## config.mk

```make
export PLATFORM = sky130hd
export DESIGN_NAME = time_sync_client_registry_flat
export DESIGN_NICKNAME = d
export VERILOG_FILES = /design/src/sv/tscr_pkg.sv /design/src/sv/tscr_req_if.sv /design/src/sv/tscr_rsp_if.sv /design/src/sv/tscr_front.sv /design/src/sv/tscr_queue.sv /design/src/sv/tscr_engine.sv /design/src/sv/time_sync_client_registry.sv /design/src/flat_wrapper.sv
export VERILOG_INCLUDE_DIRS = /design/src /design/src/sv
export SDC_FILE = /design/constraint.sdc
export NUM_CORES = 2
export LEC_CHECK = 0
export BUFFER_PORTS_ARGS = -buffer_cell sky130_fd_sc_hd__buf_2
export CORE_MARGIN = 2
export CORE_UTILIZATION = 49
export CTS_BUF_LIST = sky130_fd_sc_hd__clkbuf_16
export DETAILED_ROUTE_END_ITERATION = 12
export GPL_ROUTABILITY_DRIVEN = 0
export MAX_ROUTING_LAYER = met4
export PLACE_DENSITY_LB_ADDON = 0.3
export SLEW_MARGIN = 10
export SYNTH_ARGS = -nofsm -noshare
export SYNTH_HDL_FRONTEND = slang
export SYNTH_SLANG_ARGS = --single-unit
```

## constraint.sdc

```tcl
create_clock -name clock -period 46.1 [get_ports clock]
set_input_delay 4.61 -clock clock [delete_from_list [all_inputs] [get_ports clock]]
set_output_delay 4.61 -clock clock [all_outputs]
set_load 0.02 [all_outputs]
```

## src/sv/time_sync_client_registry_macros.svh

```systemverilog
// Assertion macros used by the client registry engine.
`ifndef TIME_SYNC_CLIENT_REGISTRY_MACROS_SVH
`define TIME_SYNC_CLIENT_REGISTRY_MACROS_SVH

`ifndef SYNTHESIS
`define TSCR_ASSERT(lbl, prop, msg) \
   lbl: assert property (@(posedge clock) disable iff (reset) prop) else $error(msg);
`define TSCR_ASSERT_NEVER(lbl, expr, msg) \
   lbl: assert property (@(posedge clock) disable iff (reset) !(expr)) else $error(msg);
`else
`define TSCR_ASSERT(lbl, prop, msg)
`define TSCR_ASSERT_NEVER(lbl, expr, msg)
`endif

`endif

```

## src/sv/tscr_pkg.sv

```systemverilog
// Shared types and constants of the time sync client registry.
`timescale 1ns / 1ps

package tscr_pkg;

   // Table size and forward limit.
   localparam int MAX_CLIENTS = 16;
   localparam int MAX_RESULTS = 16;
   localparam int RES_CNT_W   = $clog2(MAX_RESULTS + 1);

   // Depth of the queue between the classifier and the engine.
   localparam int QUEUE_DEPTH = 2;

   // Register reset values.
   localparam logic [31:0] IDLE_TIMEOUT_RESET = 32'd120000;
   localparam logic [63:0] PLAYHEAD_CODE_RESET = {64{1'b1}};

   // Result kinds.
   localparam logic KIND_REPLY   = 1'b0;
   localparam logic KIND_FORWARD = 1'b1;

   // Input modes.
   localparam logic MODE_DATAGRAM = 1'b0;
   localparam logic MODE_SWEEP    = 1'b1;

   // Register indexes (bit 3 of the byte address).
   localparam logic REG_IDLE_TIMEOUT = 1'b0;
   localparam logic REG_PLAYHEAD_CODE = 1'b1;

   // Classified item handed from the front to the engine.
   typedef struct packed {
      logic               is_sweep;
      logic               is_cmd;
      logic [31:0]        sender_address;
      logic [15:0]        sender_port;
      logic signed [63:0] server_stamp_in;
      logic signed [63:0] client_stamp_in;
      logic [62:0]        now_ms;
      logic signed [63:0] round_trip;
   } tscr_item_type;

   // Engine states.
   typedef enum logic [2:0] {
      ST_IDLE,
      ST_LOOKUP,
      ST_UPDATE,
      ST_REPLY,
      ST_FWD,
      ST_SWEEP
   } tscr_state_type;

endpackage

```

## src/sv/tscr_req_if.sv

```systemverilog
// Input channel carrying datagram and sweep items.
`timescale 1ns / 1ps

interface tscr_req_if;
   logic               valid;
   logic               ready;
   logic               mode;
   logic               length_ok;
   logic [31:0]        sender_address;
   logic [15:0]        sender_port;
   logic signed [63:0] server_stamp_in;
   logic signed [63:0] client_stamp_in;
   logic [62:0]        now_ms;

   modport source (output valid, mode, length_ok, sender_address, sender_port,
                   server_stamp_in, client_stamp_in, now_ms, input ready);
   modport sink (input valid, mode, length_ok, sender_address, sender_port,
                 server_stamp_in, client_stamp_in, now_ms, output ready);
endinterface

```

## src/sv/tscr_rsp_if.sv

```systemverilog
// Result channel carrying replies and forwarded commands.
`timescale 1ns / 1ps

interface tscr_rsp_if;
   logic               valid;
   logic               ready;
   logic               kind;
   logic [31:0]        dest_address;
   logic [15:0]        dest_port;
   logic signed [63:0] server_stamp_out;
   logic signed [63:0] client_stamp_out;
   logic signed [63:0] round_trip;
   logic               table_full;
   logic               last;

   modport source (output valid, kind, dest_address, dest_port, server_stamp_out,
                   client_stamp_out, round_trip, table_full, last, input ready);
   modport sink (input valid, kind, dest_address, dest_port, server_stamp_out,
                 client_stamp_out, round_trip, table_full, last, output ready);
endinterface

```

## src/sv/tscr_front.sv

```systemverilog
// Front end: accepts items, drops bad datagrams and classifies the rest.
`timescale 1ns / 1ps

module tscr_front (
   tscr_req_if.sink              req_if,
   input  logic [63:0]           playhead_code,
   input  logic                  queue_full,
   output logic                  push,
   output tscr_pkg::tscr_item_type item
);

   // Accept whenever the queue has room; only useful items are queued.
   assign req_if.ready = !queue_full;
   assign push = req_if.valid && !queue_full &&
                 ((req_if.mode == tscr_pkg::MODE_SWEEP) || req_if.length_ok);

   // Classify the item and precompute the round trip of a reply.
   always_comb begin
      item.is_sweep        = (req_if.mode == tscr_pkg::MODE_SWEEP);
      item.is_cmd          = (req_if.server_stamp_in == playhead_code);
      item.sender_address  = req_if.sender_address;
      item.sender_port     = req_if.sender_port;
      item.server_stamp_in = req_if.server_stamp_in;
      item.client_stamp_in = req_if.client_stamp_in;
      item.now_ms          = req_if.now_ms;
      item.round_trip      = {1'b0, req_if.now_ms} - req_if.server_stamp_in;
   end

endmodule

```

## src/sv/tscr_queue.sv

```systemverilog
// Short queue that decouples the front end from the engine.
`timescale 1ns / 1ps

module tscr_queue (
   input  logic                    clock,
   input  logic                    reset,
   input  logic                    push,
   input  tscr_pkg::tscr_item_type push_item,
   output logic                    full,
   input  logic                    pop,
   output logic                    not_empty,
   output tscr_pkg::tscr_item_type pop_item
);

   localparam int PTR_W = (tscr_pkg::QUEUE_DEPTH > 1) ? $clog2(tscr_pkg::QUEUE_DEPTH) : 1;
   localparam int CNT_W = $clog2(tscr_pkg::QUEUE_DEPTH + 1);
   localparam logic [PTR_W-1:0] LAST_PTR = PTR_W'(tscr_pkg::QUEUE_DEPTH - 1);

   tscr_pkg::tscr_item_type slot_ff [tscr_pkg::QUEUE_DEPTH];
   logic [PTR_W-1:0] wr_ptr_ff, wr_ptr_in;
   logic [PTR_W-1:0] rd_ptr_ff, rd_ptr_in;
   logic [CNT_W-1:0] fill_ff, fill_in;

   assign full      = (fill_ff == CNT_W'(tscr_pkg::QUEUE_DEPTH));
   assign not_empty = (fill_ff != '0);
   assign pop_item  = slot_ff[rd_ptr_ff];

   // Pointer and fill count updates.
   always_comb begin
      wr_ptr_in = wr_ptr_ff;
      rd_ptr_in = rd_ptr_ff;
      fill_in   = fill_ff;
      if (push) begin
         wr_ptr_in = (wr_ptr_ff == LAST_PTR) ? '0 : wr_ptr_ff + 1'b1;
      end
      if (pop) begin
         rd_ptr_in = (rd_ptr_ff == LAST_PTR) ? '0 : rd_ptr_ff + 1'b1;
      end
      if (push && !pop) begin
         fill_in = fill_ff + 1'b1;
      end else if (pop && !push) begin
         fill_in = fill_ff - 1'b1;
      end
   end

   always_ff @(posedge clock) begin
      if (reset) begin
         wr_ptr_ff <= '0;
         rd_ptr_ff <= '0;
         fill_ff   <= '0;
      end else begin
         wr_ptr_ff <= wr_ptr_in;
         rd_ptr_ff <= rd_ptr_in;
         fill_ff   <= fill_in;
      end
   end

   // Item storage needs no reset.
   always_ff @(posedge clock) begin
      if (push) begin
         slot_ff[wr_ptr_ff] <= push_item;
      end
   end

endmodule

```

## src/sv/tscr_engine.sv

```systemverilog
// Engine: client table, lookup, forwarding and sweeping, one entry per cycle unless forwards stall.
`timescale 1ns / 1ps
`include "time_sync_client_registry_macros.svh"

module tscr_engine #(
   parameter int MaxClients = tscr_pkg::MAX_CLIENTS
) (
   input  logic                    clock,
   input  logic                    reset,
   input  logic                    item_valid,
   input  tscr_pkg::tscr_item_type item,
   output logic                    item_pop,
   input  logic [31:0]             idle_timeout_ms,
   tscr_rsp_if.source              rsp_if
);

   localparam int CNT_W = $clog2(MaxClients + 1);
   localparam int IDX_W = (MaxClients > 1) ? $clog2(MaxClients) : 1;
   localparam int CW    = (CNT_W > tscr_pkg::RES_CNT_W) ? CNT_W : tscr_pkg::RES_CNT_W;
   localparam logic [CNT_W-1:0] FULL_COUNT = CNT_W'(MaxClients);
   localparam logic [CW-1:0]    RES_LIMIT  = CW'(tscr_pkg::MAX_RESULTS);

   tscr_pkg::tscr_state_type state_ff, state_in;
   tscr_pkg::tscr_item_type  cur_ff, cur_in;
   logic [CNT_W-1:0] idx_ff, idx_in;
   logic [CNT_W-1:0] keep_ff, keep_in;
   logic [CNT_W-1:0] count_ff, count_in;
   logic [CNT_W-1:0] hit_ff, hit_in;
   logic             found_ff, found_in;
   logic             full_ff, full_in;
   logic             in_table_ff, in_table_in;
   logic [CW-1:0]    cap_ff, cap_in;
   logic [CW-1:0]    sent_ff, sent_in;
   logic [63:0]      playhead_ff, playhead_in;

   // Client table.
   logic [31:0] addr_mem [MaxClients];
   logic [15:0] port_mem [MaxClients];
   logic [62:0] seen_mem [MaxClients];

   logic             wr_en;
   logic [IDX_W-1:0] wr_idx;
   logic [31:0]      wr_addr;
   logic [15:0]      wr_port;
   logic [62:0]      wr_seen;

   // Output register.
   logic               out_valid_ff, out_valid_in;
   logic               load;
   logic               out_kind_ff, out_kind_in;
   logic [31:0]        out_addr_ff, out_addr_in;
   logic [15:0]        out_port_ff, out_port_in;
   logic signed [63:0] out_ss_ff, out_ss_in;
   logic signed [63:0] out_cs_ff, out_cs_in;
   logic signed [63:0] out_rtt_ff, out_rtt_in;
   logic               out_full_ff, out_full_in;
   logic               out_last_ff, out_last_in;

   // Table read at the scan position.
   logic [31:0]        rd_addr;
   logic [15:0]        rd_port;
   logic [62:0]        rd_seen;
   logic               at_end;
   logic               match;
   logic               can_load;
   logic               appended;
   logic [CNT_W-1:0]   fwd_total;
   logic [CW-1:0]      fwd_total_w;
   logic signed [63:0] idle_time;
   logic               keep_entry;
   logic               is_sender;
   logic               fwd_last;

   assign rd_addr  = addr_mem[idx_ff[IDX_W-1:0]];
   assign rd_port  = port_mem[idx_ff[IDX_W-1:0]];
   assign rd_seen  = seen_mem[idx_ff[IDX_W-1:0]];
   assign at_end   = (idx_ff == count_ff);
   assign match    = (rd_addr == cur_ff.sender_address) && (rd_port == cur_ff.sender_port);
   assign can_load = !out_valid_ff || rsp_if.ready;

   // Sender is appended when new and the table has room.
   assign appended    = !found_ff && (count_ff < FULL_COUNT);
   assign fwd_total   = found_ff ? count_ff - 1'b1 : count_ff;
   assign fwd_total_w = CW'(fwd_total);

   // Idle time of the scanned entry; both times are below 2^63.
   assign idle_time  = {1'b0, cur_ff.now_ms} - {1'b0, rd_seen};
   assign keep_entry = idle_time < $signed({32'd0, idle_timeout_ms});

   assign is_sender = in_table_ff && (idx_ff == hit_ff);
   assign fwd_last  = ((sent_ff + 1'b1) == cap_ff);

   // Next state.
   always_comb begin
      state_in = state_ff;
      unique case (state_ff)
         tscr_pkg::ST_IDLE: begin
            if (item_valid) begin
               state_in = item.is_sweep ? tscr_pkg::ST_SWEEP : tscr_pkg::ST_LOOKUP;
            end
         end
         tscr_pkg::ST_LOOKUP: begin
            if (at_end || match) begin
               state_in = tscr_pkg::ST_UPDATE;
            end
         end
         tscr_pkg::ST_UPDATE: begin
            if (!cur_ff.is_cmd) begin
               state_in = tscr_pkg::ST_REPLY;
            end else if (cur_ff.client_stamp_in == playhead_ff || fwd_total == '0) begin
               state_in = tscr_pkg::ST_IDLE;
            end else begin
               state_in = tscr_pkg::ST_FWD;
            end
         end
         tscr_pkg::ST_REPLY: begin
            if (can_load) begin
               state_in = tscr_pkg::ST_IDLE;
            end
         end
         tscr_pkg::ST_FWD: begin
            if (at_end) begin
               state_in = tscr_pkg::ST_IDLE;
            end else if (!is_sender && can_load && fwd_last) begin
               state_in = tscr_pkg::ST_IDLE;
            end
         end
         tscr_pkg::ST_SWEEP: begin
            if (at_end) begin
               state_in = tscr_pkg::ST_IDLE;
            end
         end
         default: state_in = tscr_pkg::ST_IDLE;
      endcase
   end

   // Datapath controls and register next values.
   always_comb begin
      item_pop    = 1'b0;
      cur_in      = cur_ff;
      idx_in      = idx_ff;
      keep_in     = keep_ff;
      count_in    = count_ff;
      hit_in      = hit_ff;
      found_in    = found_ff;
      full_in     = full_ff;
      in_table_in = in_table_ff;
      cap_in      = cap_ff;
      sent_in     = sent_ff;
      playhead_in = playhead_ff;
      wr_en       = 1'b0;
      wr_idx      = idx_ff[IDX_W-1:0];
      wr_addr     = rd_addr;
      wr_port     = rd_port;
      wr_seen     = rd_seen;
      load        = 1'b0;
      out_kind_in = tscr_pkg::KIND_REPLY;
      out_addr_in = cur_ff.sender_address;
      out_port_in = cur_ff.sender_port;
      out_ss_in   = $signed({1'b0, cur_ff.now_ms});
      out_cs_in   = cur_ff.client_stamp_in;
      out_rtt_in  = cur_ff.round_trip;
      out_full_in = full_ff;
      out_last_in = 1'b1;
      unique case (state_ff)
         tscr_pkg::ST_IDLE: begin
            if (item_valid) begin
               item_pop = 1'b1;
               cur_in   = item;
               idx_in   = '0;
               keep_in  = '0;
               found_in = 1'b0;
            end
         end
         tscr_pkg::ST_LOOKUP: begin
            if (!at_end && match) begin
               found_in = 1'b1;
               hit_in   = idx_ff;
            end else if (!at_end) begin
               idx_in = idx_ff + 1'b1;
            end
         end
         tscr_pkg::ST_UPDATE: begin
            // Refresh, append or flag the table as full.
            wr_addr     = cur_ff.sender_address;
            wr_port     = cur_ff.sender_port;
            wr_seen     = cur_ff.now_ms;
            wr_en       = found_ff || appended;
            wr_idx      = found_ff ? hit_ff[IDX_W-1:0] : count_ff[IDX_W-1:0];
            hit_in      = found_ff ? hit_ff : count_ff;
            in_table_in = found_ff || appended;
            full_in     = !found_ff && !appended;
            count_in    = appended ? count_ff + 1'b1 : count_ff;
            cap_in      = (fwd_total_w > RES_LIMIT) ? RES_LIMIT : fwd_total_w;
            sent_in     = '0;
            idx_in      = '0;
            if (cur_ff.is_cmd && cur_ff.client_stamp_in != playhead_ff) begin
               playhead_in = cur_ff.client_stamp_in;
            end
         end
         tscr_pkg::ST_REPLY: begin
            load = can_load;
         end
         tscr_pkg::ST_FWD: begin
            if (!at_end && is_sender) begin
               idx_in = idx_ff + 1'b1;
            end else if (!at_end && can_load) begin
               load        = 1'b1;
               out_kind_in = tscr_pkg::KIND_FORWARD;
               out_addr_in = rd_addr;
               out_port_in = rd_port;
               out_ss_in   = cur_ff.server_stamp_in;
               out_rtt_in  = '0;
               out_last_in = fwd_last;
               sent_in     = sent_ff + 1'b1;
               idx_in      = idx_ff + 1'b1;
            end
         end
         tscr_pkg::ST_SWEEP: begin
            // Compact the surviving entries toward the front.
            if (at_end) begin
               count_in = keep_ff;
            end else begin
               idx_in = idx_ff + 1'b1;
               if (keep_entry) begin
                  wr_en   = 1'b1;
                  wr_idx  = keep_ff[IDX_W-1:0];
                  keep_in = keep_ff + 1'b1;
               end
            end
         end
         default: begin
         end
      endcase
   end

   assign out_valid_in = load ? 1'b1 : (rsp_if.ready ? 1'b0 : out_valid_ff);

   // Control registers.
   always_ff @(posedge clock) begin
      if (reset) begin
         state_ff     <= tscr_pkg::ST_IDLE;
         count_ff     <= '0;
         playhead_ff  <= '0;
         out_valid_ff <= 1'b0;
      end else begin
         state_ff     <= state_in;
         count_ff     <= count_in;
         playhead_ff  <= playhead_in;
         out_valid_ff <= out_valid_in;
      end
   end

   // Working registers of the current item.
   always_ff @(posedge clock) begin
      cur_ff      <= cur_in;
      idx_ff      <= idx_in;
      keep_ff     <= keep_in;
      hit_ff      <= hit_in;
      found_ff    <= found_in;
      full_ff     <= full_in;
      in_table_ff <= in_table_in;
      cap_ff      <= cap_in;
      sent_ff     <= sent_in;
   end

   // Table write port.
   always_ff @(posedge clock) begin
      if (wr_en) begin
         addr_mem[wr_idx] <= wr_addr;
         port_mem[wr_idx] <= wr_port;
         seen_mem[wr_idx] <= wr_seen;
      end
   end

   // Result payload.
   always_ff @(posedge clock) begin
      if (load) begin
         out_kind_ff <= out_kind_in;
         out_addr_ff <= out_addr_in;
         out_port_ff <= out_port_in;
         out_ss_ff   <= out_ss_in;
         out_cs_ff   <= out_cs_in;
         out_rtt_ff  <= out_rtt_in;
         out_full_ff <= out_full_in;
         out_last_ff <= out_last_in;
      end
   end

   assign rsp_if.valid            = out_valid_ff;
   assign rsp_if.kind             = out_kind_ff;
   assign rsp_if.dest_address     = out_addr_ff;
   assign rsp_if.dest_port        = out_port_ff;
   assign rsp_if.server_stamp_out = out_ss_ff;
   assign rsp_if.client_stamp_out = out_cs_ff;
   assign rsp_if.round_trip       = out_rtt_ff;
   assign rsp_if.table_full       = out_full_ff;
   assign rsp_if.last             = out_last_ff;

   // The table never holds more clients than it has slots.
   `TSCR_ASSERT(a_count_bound, count_ff <= FULL_COUNT, "client count above table size")
   // Items leave the queue only when the engine is free.
   `TSCR_ASSERT(a_pop_idle, item_pop |-> state_ff == tscr_pkg::ST_IDLE, "pop while busy")
   // Forwarding stops at the computed number of results.
   `TSCR_ASSERT(a_fwd_cap, state_ff == tscr_pkg::ST_FWD |-> sent_ff < cap_ff, "too many forwards")
   // A sweep never grows the table.
   `TSCR_ASSERT(a_sweep_shrink, (state_ff == tscr_pkg::ST_SWEEP) && at_end |=>
      count_ff <= $past(count_ff), "sweep grew the table")

endmodule

```

## src/sv/time_sync_client_registry.sv

```systemverilog
// Top level of the time sync client registry: registers, front end, queue and engine.
//
// Usage: items enter on req_if (valid/ready). A datagram item (mode 0) registers
// its sender if the table has room and yields one ping reply or a burst, possibly
// empty, of forwarded playhead commands on rsp_if; "last" marks the final result
// of an item. Wrong-length datagrams and sweep items (mode 1) yield no result.
// Operation: the engine scans the client table one entry per cycle, except that a
// stalled receiver holds the forward scan. It takes an item from the queue only when
// idle, looks the sender up in the table, updates the table, then loads a reply or
// scans the table to forward. A sweep scans every entry once, keeping the live ones.
// A two-entry queue lets the front end accept items while the engine works.
// Registers sit on an APB-style port: idle timeout at 0x0, command code at 0x8.
// Reset empties the table, clears the playhead time and loads register defaults.
// When the receiver stalls, the result stays in the output register and the
// engine holds; once the queue fills, req_if.ready drops.
`timescale 1ns / 1ps

module time_sync_client_registry #(
   parameter int MaxClients = tscr_pkg::MAX_CLIENTS
) (
   input  logic        clock,
   input  logic        reset,
   tscr_req_if.sink    req_if,
   tscr_rsp_if.source  rsp_if,
   input  logic        psel,
   input  logic        penable,
   input  logic        pwrite,
   input  logic [3:0]  paddr,
   input  logic [63:0] pwdata,
   output logic [63:0] prdata,
   output logic        pready
);

   logic [31:0] idle_timeout_ff, idle_timeout_in;
   logic [63:0] playhead_code_ff, playhead_code_in;
   logic        cfg_write;

   logic                    push;
   logic                    queue_full;
   logic                    queue_valid;
   logic                    pop;
   tscr_pkg::tscr_item_type front_item;
   tscr_pkg::tscr_item_type queue_item;

   assign pready    = 1'b1;
   assign cfg_write = psel && penable && pwrite;

   // Register writes, selected by bit 3 of the byte address.
   always_comb begin
      idle_timeout_in  = idle_timeout_ff;
      playhead_code_in = playhead_code_ff;
      if (cfg_write) begin
         unique case (paddr[3])
            tscr_pkg::REG_IDLE_TIMEOUT:  idle_timeout_in  = pwdata[31:0];
            tscr_pkg::REG_PLAYHEAD_CODE: playhead_code_in = pwdata;
            default: begin
            end
         endcase
      end
   end

   always_ff @(posedge clock) begin
      if (reset) begin
         idle_timeout_ff  <= tscr_pkg::IDLE_TIMEOUT_RESET;
         playhead_code_ff <= tscr_pkg::PLAYHEAD_CODE_RESET;
      end else begin
         idle_timeout_ff  <= idle_timeout_in;
         playhead_code_ff <= playhead_code_in;
      end
   end

   // Register reads.
   always_comb begin
      unique case (paddr[3])
         tscr_pkg::REG_IDLE_TIMEOUT:  prdata = {32'd0, idle_timeout_ff};
         tscr_pkg::REG_PLAYHEAD_CODE: prdata = playhead_code_ff;
         default:                     prdata = '0;
      endcase
   end

   tscr_front u_front (
      .req_if        (req_if),
      .playhead_code (playhead_code_ff),
      .queue_full    (queue_full),
      .push          (push),
      .item          (front_item)
   );

   tscr_queue u_queue (
      .clock     (clock),
      .reset     (reset),
      .push      (push),
      .push_item (front_item),
      .full      (queue_full),
      .pop       (pop),
      .not_empty (queue_valid),
      .pop_item  (queue_item)
   );

   tscr_engine #(
      .MaxClients (MaxClients)
   ) u_engine (
      .clock           (clock),
      .reset           (reset),
      .item_valid      (queue_valid),
      .item            (queue_item),
      .item_pop        (pop),
      .idle_timeout_ms (idle_timeout_ff),
      .rsp_if          (rsp_if)
   );

endmodule
```

## src/flat_wrapper.sv

```systemverilog
// flat-port wrapper written by rule: the top's interface ports become plain ports
module time_sync_client_registry_flat 
#(
   parameter int MaxClients = tscr_pkg::MAX_CLIENTS
)
  (clock, reset, psel, penable, pwrite, paddr, pwdata, prdata, pready, req_if_valid, req_if_mode, req_if_length_ok, req_if_sender_address, req_if_sender_port, req_if_server_stamp_in, req_if_client_stamp_in, req_if_now_ms, req_if_ready, rsp_if_valid, rsp_if_kind, rsp_if_dest_address, rsp_if_dest_port, rsp_if_server_stamp_out, rsp_if_client_stamp_out, rsp_if_round_trip, rsp_if_table_full, rsp_if_last, rsp_if_ready);
  tscr_req_if req_if_i ();
  tscr_rsp_if rsp_if_i ();
  input  logic clock;
  input  logic reset;
  input  logic psel;
  input  logic penable;
  input  logic pwrite;
  input  logic [3:0] paddr;
  input  logic [63:0] pwdata;
  output logic [63:0] prdata;
  output logic pready;
  input wire logic [$bits(req_if_i.valid)-1:0] req_if_valid;
  input wire logic [$bits(req_if_i.mode)-1:0] req_if_mode;
  input wire logic [$bits(req_if_i.length_ok)-1:0] req_if_length_ok;
  input wire logic [$bits(req_if_i.sender_address)-1:0] req_if_sender_address;
  input wire logic [$bits(req_if_i.sender_port)-1:0] req_if_sender_port;
  input wire logic [$bits(req_if_i.server_stamp_in)-1:0] req_if_server_stamp_in;
  input wire logic [$bits(req_if_i.client_stamp_in)-1:0] req_if_client_stamp_in;
  input wire logic [$bits(req_if_i.now_ms)-1:0] req_if_now_ms;
  output wire logic [$bits(req_if_i.ready)-1:0] req_if_ready;
  output wire logic [$bits(rsp_if_i.valid)-1:0] rsp_if_valid;
  output wire logic [$bits(rsp_if_i.kind)-1:0] rsp_if_kind;
  output wire logic [$bits(rsp_if_i.dest_address)-1:0] rsp_if_dest_address;
  output wire logic [$bits(rsp_if_i.dest_port)-1:0] rsp_if_dest_port;
  output wire logic [$bits(rsp_if_i.server_stamp_out)-1:0] rsp_if_server_stamp_out;
  output wire logic [$bits(rsp_if_i.client_stamp_out)-1:0] rsp_if_client_stamp_out;
  output wire logic [$bits(rsp_if_i.round_trip)-1:0] rsp_if_round_trip;
  output wire logic [$bits(rsp_if_i.table_full)-1:0] rsp_if_table_full;
  output wire logic [$bits(rsp_if_i.last)-1:0] rsp_if_last;
  input wire logic [$bits(rsp_if_i.ready)-1:0] rsp_if_ready;
  assign req_if_i.valid = req_if_valid;
  assign req_if_i.mode = req_if_mode;
  assign req_if_i.length_ok = req_if_length_ok;
  assign req_if_i.sender_address = req_if_sender_address;
  assign req_if_i.sender_port = req_if_sender_port;
  assign req_if_i.server_stamp_in = req_if_server_stamp_in;
  assign req_if_i.client_stamp_in = req_if_client_stamp_in;
  assign req_if_i.now_ms = req_if_now_ms;
  assign req_if_ready = req_if_i.ready;
  assign rsp_if_valid = rsp_if_i.valid;
  assign rsp_if_kind = rsp_if_i.kind;
  assign rsp_if_dest_address = rsp_if_i.dest_address;
  assign rsp_if_dest_port = rsp_if_i.dest_port;
  assign rsp_if_server_stamp_out = rsp_if_i.server_stamp_out;
  assign rsp_if_client_stamp_out = rsp_if_i.client_stamp_out;
  assign rsp_if_round_trip = rsp_if_i.round_trip;
  assign rsp_if_table_full = rsp_if_i.table_full;
  assign rsp_if_last = rsp_if_i.last;
  assign rsp_if_i.ready = rsp_if_ready;
  time_sync_client_registry #(.MaxClients(MaxClients)) u_core (.clock(clock), .reset(reset), .req_if(req_if_i), .rsp_if(rsp_if_i), .psel(psel), .penable(penable), .pwrite(pwrite), .paddr(paddr), .pwdata(pwdata), .prdata(prdata), .pready(pready));
endmodule
```

# Yosys cells after proc, flatten, opt, wreduce, memory -nomap -nowiden
# Memories as Yosys holds them, arrays and structs flattened. A register that Yosys moved wholly into a read port is not among the register bits.
# Index checks and enable logic that the tools add are counted.
[word_totals]
regBits = 748
mem_bits_rw = 2386
in_bits = 316
output_inout_bits = 310
elab_cells = 209
n_memories = 4
[classes]
n_addsub = 11
n_lt_le_gt_ge = 3
n_eq_ne = 28
muxes = 75
n_bitwise = 3
reduce_logical = 52
[mem_list]
columns = ["memory", "depth", "word_bits", "read_ports", "rd_clocked_by_memory_dff", "write_ports", "line", "text"]
rows = [
  ["u_core.u_engine.seen_mem", 16, 63, 1, 1, 1, "tscr_engine.sv:39", "logic [62:0] seen_mem [MaxClients];"],
  ["u_core.u_queue.slot_ff", 2, 305, 1, 1, 1, "tscr_queue.sv:19", "tscr_pkg::tscr_item_type slot_ff [tscr_pkg::QUEUE_DEPTH];"],
  ["u_core.u_engine.addr_mem", 16, 32, 1, 1, 1, "tscr_engine.sv:37", "logic [31:0] addr_mem [MaxClients];"],
  ["u_core.u_engine.port_mem", 16, 16, 1, 1, 1, "tscr_engine.sv:38", "logic [15:0] port_mem [MaxClients];"],
]
[ops]
columns = ["cell", "n"]
rows = [
  ["63-bit 2-to-1 mux", 4],
  ["64-bit 2-to-1 mux", 3],
  ["64-bit equality test", 2],
  ["32-bit 2-to-1 mux", 4],
  ["64-bit one-hot mux with 2 select lines", 1],
  ["5-bit 2-to-1 mux", 14],
  ["64-bit by 33-bit less-than comparator with 1-bit output", 1],
  ["16-bit 2-to-1 mux", 4],
  ["64-bit inequality test", 1],
  ["63-bit by 63-bit subtractor with 64-bit output", 1],
  ["63-bit by 64-bit subtractor with 64-bit output", 1],
  ["5-bit one-hot mux with 2 select lines", 4],
  ["32-bit equality test", 1],
  ["3-bit 2-to-1 mux", 9],
  ["5-bit one-hot mux with 5 select lines", 1],
  ["4-bit 2-to-1 mux", 6],
  ["2-bit inequality test (second input constant)", 11],
  ["5-bit by 1-bit adder with 5-bit output (second input constant)", 4],
  ["1-bit 2-to-1 mux", 18],
  ["3-bit one-hot mux with 6 select lines", 1],
  ["16-bit equality test", 1],
  ["1-bit logical AND", 16],
  ["2-bit nonzero test", 8],
  ["5-bit equality test", 3],
  ["other kinds (26)", 53],
]

# Depth between registers and ports, before layout
[logic_depth]
ltp_word = 8
mapped_depth = 34

# Cells and area by module
# From an unflattened synthesis, not the netlist that was laid out.
[hier_totals]
cells_unflattened = 7431
area_unflattened_um2 = 130689.1
[by_module_without_submodules]
columns = ["mod", "instances", "cells_per_inst", "area_per_inst_um2"]
rows = [
  ["tscr_engine", 1, 5083, 97459.7],
  ["tscr_queue", 1, 971, 22386.5],
  ["tscr_front", 1, 893, 6316.1],
  ["time_sync_client_registry", 1, 484, 4526.8],
]

# Worst setup path after synthesis
# No wires, ideal clock.
[synth_path]
path_type = "register to register"
from = "reg with a tool-made name"
to = "mem u_core.u_engine.addr_mem[10][0], enable pin"
arrival_ps = 18498
required_time_ps = 45207
slack_ps = 26710
stages_incl_launch_ff = 33
path_buffers = 6
period_less_slack_ps = 19390
cell_sequence = "dfxtp_1 clkbuf_1 clkbuf_1 clkbuf_1 clkbuf_1 buf_1 mux4_2 mux4_2 inv_1 ha_1 a21oi_2 nand2_1 o211ai_1 nand3b_1 a31oi_1 o31ai_1 xor2_1 ha_1 a21o_1 a21o_1 a21oi_1 o21ai_0 a21oi_1 nor3_1 nor3_1 nand3_1 a211oi_1 nand4_1 nor4_4 nor3_1 or3_4 buf_6 nor4b_1"
[synth_rtl]
columns = ["element", "line"]
rows = [
  ["end: declaration", "tscr_engine.sv:37"],
]

==> results_dict.tcl <==
set metrics [dict create \
    yosysTopAreaCellShare_pct 70.0 \
    timing.hold.ws_ns 0.456 \
    fin_nets 8302 \
    dominantRegCellSynth "edfxtp_1" \
    yosys_warnings 0 \
    r2r_cells 23 \
    start_util_pct 49.4 \
    setup_viol 0 \
    dp.final_hpwl_um 196000 \
    dr.pass1.iters 6 \
    reg2reg_slack_ns 33.96 \
    leakage_nw 49.1 \
    ys_ff_latch 3139 \
    port-buffer-count 621 \
    grt_pass1_wl_um 462000 \
    synth-async-reset-ratio_pct 0 \
    dp.cells 10900 \
    min_from "u_core.idle_timeout_ff[21]$_SDFFE_PP0P_" \
    drt-vias-per-instance 5.95 \
    cts_hold_buf 0 \
    synth_compound_area_share_pct 3.04 \
    row_count 186 \
    cts-root-buf "clkbuf_16" \
    tns_ns 0 \
    drt_iter0_drc 7482 \
    drc 0 \
    max-slew-margin-rel_pct 18.8 \
    cp_max_fo 106 \
    clk_path_buf_depth 4 \
    endpoint_kind "register" \
    ys_seq_area_share_pct 72.8 \
    crit_chain "buf_4 -> buf_12 -> buf_4 -> mux4_2 -> mux4_2 -> inv_1 -> ha_1 -> a21oi_1 -> nand2_1 -> a221oi_1 -> o2111ai_1 -> nor3_1 -> o211ai_1 -> nor3_1 -> nand3_1 -> a211oi_1 -> nand4_1 -> nor4_4 -> or2_2 -> a221o_1 -> and4bb_4 -> buf_4 -> buf_4" \
    die_h_um 513 \
    maxCapViolations 0 \
    synthXorXnorAreaFrac_pct 2.12 \
    hold_end "u_core.idle_timeout_ff[21]$_SDFFE_PP0P_" \
    regToRegEndpoint "u_core.u_engine.seen_mem[14][21]$_DFFE_PP_" \
    whs_path_depth 2 \
    yosysTopAreaCell "edfxtp_1" \
    synth-simple-area-share_pct 4.71 \
    synth-adder-area-share_pct 1.66 \
    core-area_mm2 0.257 \
    cts_setup_buffers 0 \
    final_hold_viol_count 0 \
    syn2layout_area_growth_pct 14.0 \
    drive_gt1_share_pct 27.9 \
    finalWirelength_um 321000 \
    synth_area_leaders "edfxtp_1 (70%), mux4_2 (9.8%), mux2_2 (3.7%), dfxtp_1 (2.8%), nand2_1 (1.7%)" \
    clk_latency_ns 0.99 \
    via_count 68200 \
    finClkSkew_ns 0.116 \
    power_density_mw_per_mm2 66.4 \
    drtAntennaViolNets 0 \
    path_clk_slew_ns 0.06 \
    die_area_mm2 0.263 \
    rsz0062_at_grt "false" \
    critPathLaunchType "register" \
    ios 626 \
    synth_mux_area_share_pct 14.1 \
    synth_top_family_by_area "multiplexers" \
    required_ns 46.61 \
    slowest_delay_ns 0.96 \
    overflow 0 \
    cts.sinks 3139 \
    synth_most_common_cell "edfxtp_1" \
    path_depth 23 \
    netlist_instances 7023 \
    avgSynthCellArea_um2 18.1 \
    synth_nets 7506 \
    cts_buffers 334 \
    synth_edf_count 2961 \
    die_w_um 513 \
    finalCriticalPeriod_ns 12.14 \
    worst_pin_slew_ns 1.21 \
    cts_tree "done" \
    grt_pass1_vias 68200 \
    cp_top_family "buffers and inverters" \
    status "finished clean" \
    crit_slowest_cell "and4bb_4" \
    vdd_drop_max_mv 0.0534 \
    synth_cell_type_count 105 \
    antenna_found_initial 40 \
    ctsHtreeMaxLevel 5 \
    setup.worst_path.class "register to register" \
    slew_viol_final 0 \
    wl_per_cell_um 28.0 \
    cpMostUsedCell "buf_4" \
    crit_buf_inv 6 \
    hold_path.class "register to register" \
    cts-resized-gates 0 \
    fin_cells 11500 \
    cp.arrival_ns 12.65 \
    fmax_mhz 82.4 \
    synthTopCellsByCount "edfxtp_1 (2961), nand2_1 (560), mux4_2 (555)" \
    grt.total_usage_pct 24.6 \
    grt_max_degree 137 \
    final.period_utilization_pct 26.3 \
    synthesis.area_mm2 0.127 \
]
==> flip-flops by register name, indices dropped and copies added (netlist names), 16 cells and up, named ones only <==
name / count
u_core.u_engine.rsp_if.round_trip: 64
u_core.u_engine.rsp_if.dest_address: 32
u_core.u_engine.out_cs_in: 64
u_core.u_engine.rsp_if.server_stamp_out: 64
u_core.idle_timeout_ff: 32
u_core.u_engine.rsp_if.client_stamp_out: 64
u_core.playhead_code_ff: 64
u_core.u_engine.seen_mem: 1008
u_core.u_engine.rsp_if.dest_port: 16
u_core.u_engine.cur_ff: 240
u_core.u_engine.playhead_ff: 64
u_core.u_queue.slot_ff: 610
u_core.u_engine.port_mem: 256
u_core.u_engine.addr_mem: 512
==> cell families after synthesis <==
logic type                 after synthesis
AOI/OAI and AO/OA                      620
adders and majority gates              167
other                                    1
DFF                                   3139
xor gates and xnor gates               308
buffers and inverters                  507
muxes                                 1049
and+or+nand+nor                       1232
==> through the flow <==
stage                     setup slack, ns  area, um^2  power [mW]  utilization (%)
after floorplan                     26.71      127000        6.32                -
after global placement              34.11      135000        7.03             52.3
after detailed placement            33.95      135000        7.12             52.3
after CTS                           33.93      145000        9.64             56.2
after global routing                33.17      145000        10.0             56.3
final                               33.96      145000        9.61             56.3
==> final cells by class <==
type                    count  area [um^2]
inverters                 200          756
diodes                     35         87.6
flip-flops and latches   3139        92500
clock inverters           229         1690
well taps                3384         4230
clock buffers             338         8460
repair buffers            767         4330
multi-input cells        3377        32800
fillers                 19500       113000
==> worst register-to-register path, delay by kind of cell, from the launching register on <==
kind / cells / cell delay, ns
multiplexers: 2 / 1.08
AND/OR/NAND/NOR: 8 / 2.86
adder cells (fa/ha/maj): 1 / 0.38
flip-flops: 1 / 0.69
AO/OA/AOI/OAI: 6 / 2.44
buffers and inverters: 6 / 4.27
==> placed cells by master (no fill, tap or decap), drive strengths merged, types with 21 or more instances in the layout <==
cell,synthesis,final
clkbuf,235,338
dfxtp,178,178
nor4,44,44
nor2b,84,84
nand2b,30,30
o21a,26,26
a21o,61,61
nor3,39,39
inv,199,276
nand4,64,64
diode,0,35
o21ai,190,190
clkinv,1,124
o21bai,21,21
bufinv,0,23
xnor2,194,194
ha,165,165
nor2,185,185
nand3b,71,71
edfxtp,2961,2961
xor2,114,114
mux4,555,555
nand2,561,561
a21oi,187,187
nand3,45,45
and2,42,42
mux2,420,420
mux2i,74,74
buf,72,767
==> report_power, final <==
group / total [mW] / switching [mW] / internal [mW]
registers: 4.13 / 0.191 / 3.94
logic: 2.96 / 1.83 / 1.13
clock network: 2.52 / 1.07 / 1.45
total: 9.61 / 3.10 / 6.51
==> routing by layer <==
| layer | vias up | wire length [um] | GRT usage (%) |
|---|---|---|---|
| met2 | 2987 | 154000 | 38.5 |
| met4 | 0 | 10100 | 7.37 |
| met5 | - | 0 | - |
| li1 | 29200 | - | - |
| met3 | 553 | 25900 | 4.82 |
| met1 | 35500 | 131000 | 32.9 |
==> worst max path at each step <==
stage,startpoint,endpoint,slack (ns)
after floorplan,register,u_core.u_engine.addr_mem[10][0]$_DFFE_PP_,26.71
after global placement,register,u_core.u_engine.seen_mem[14][5]$_DFFE_PP_,34.11
after detailed placement,register,u_core.u_engine.seen_mem[14][5]$_DFFE_PP_,33.95
after CTS,register,u_core.u_engine.seen_mem[14][25]$_DFFE_PP_,33.93
after global routing,register,u_core.u_engine.seen_mem[14][25]$_DFFE_PP_,33.17
final,register,u_core.u_engine.seen_mem[14][21]$_DFFE_PP_,33.96
(Power assumes the default switching activity.)
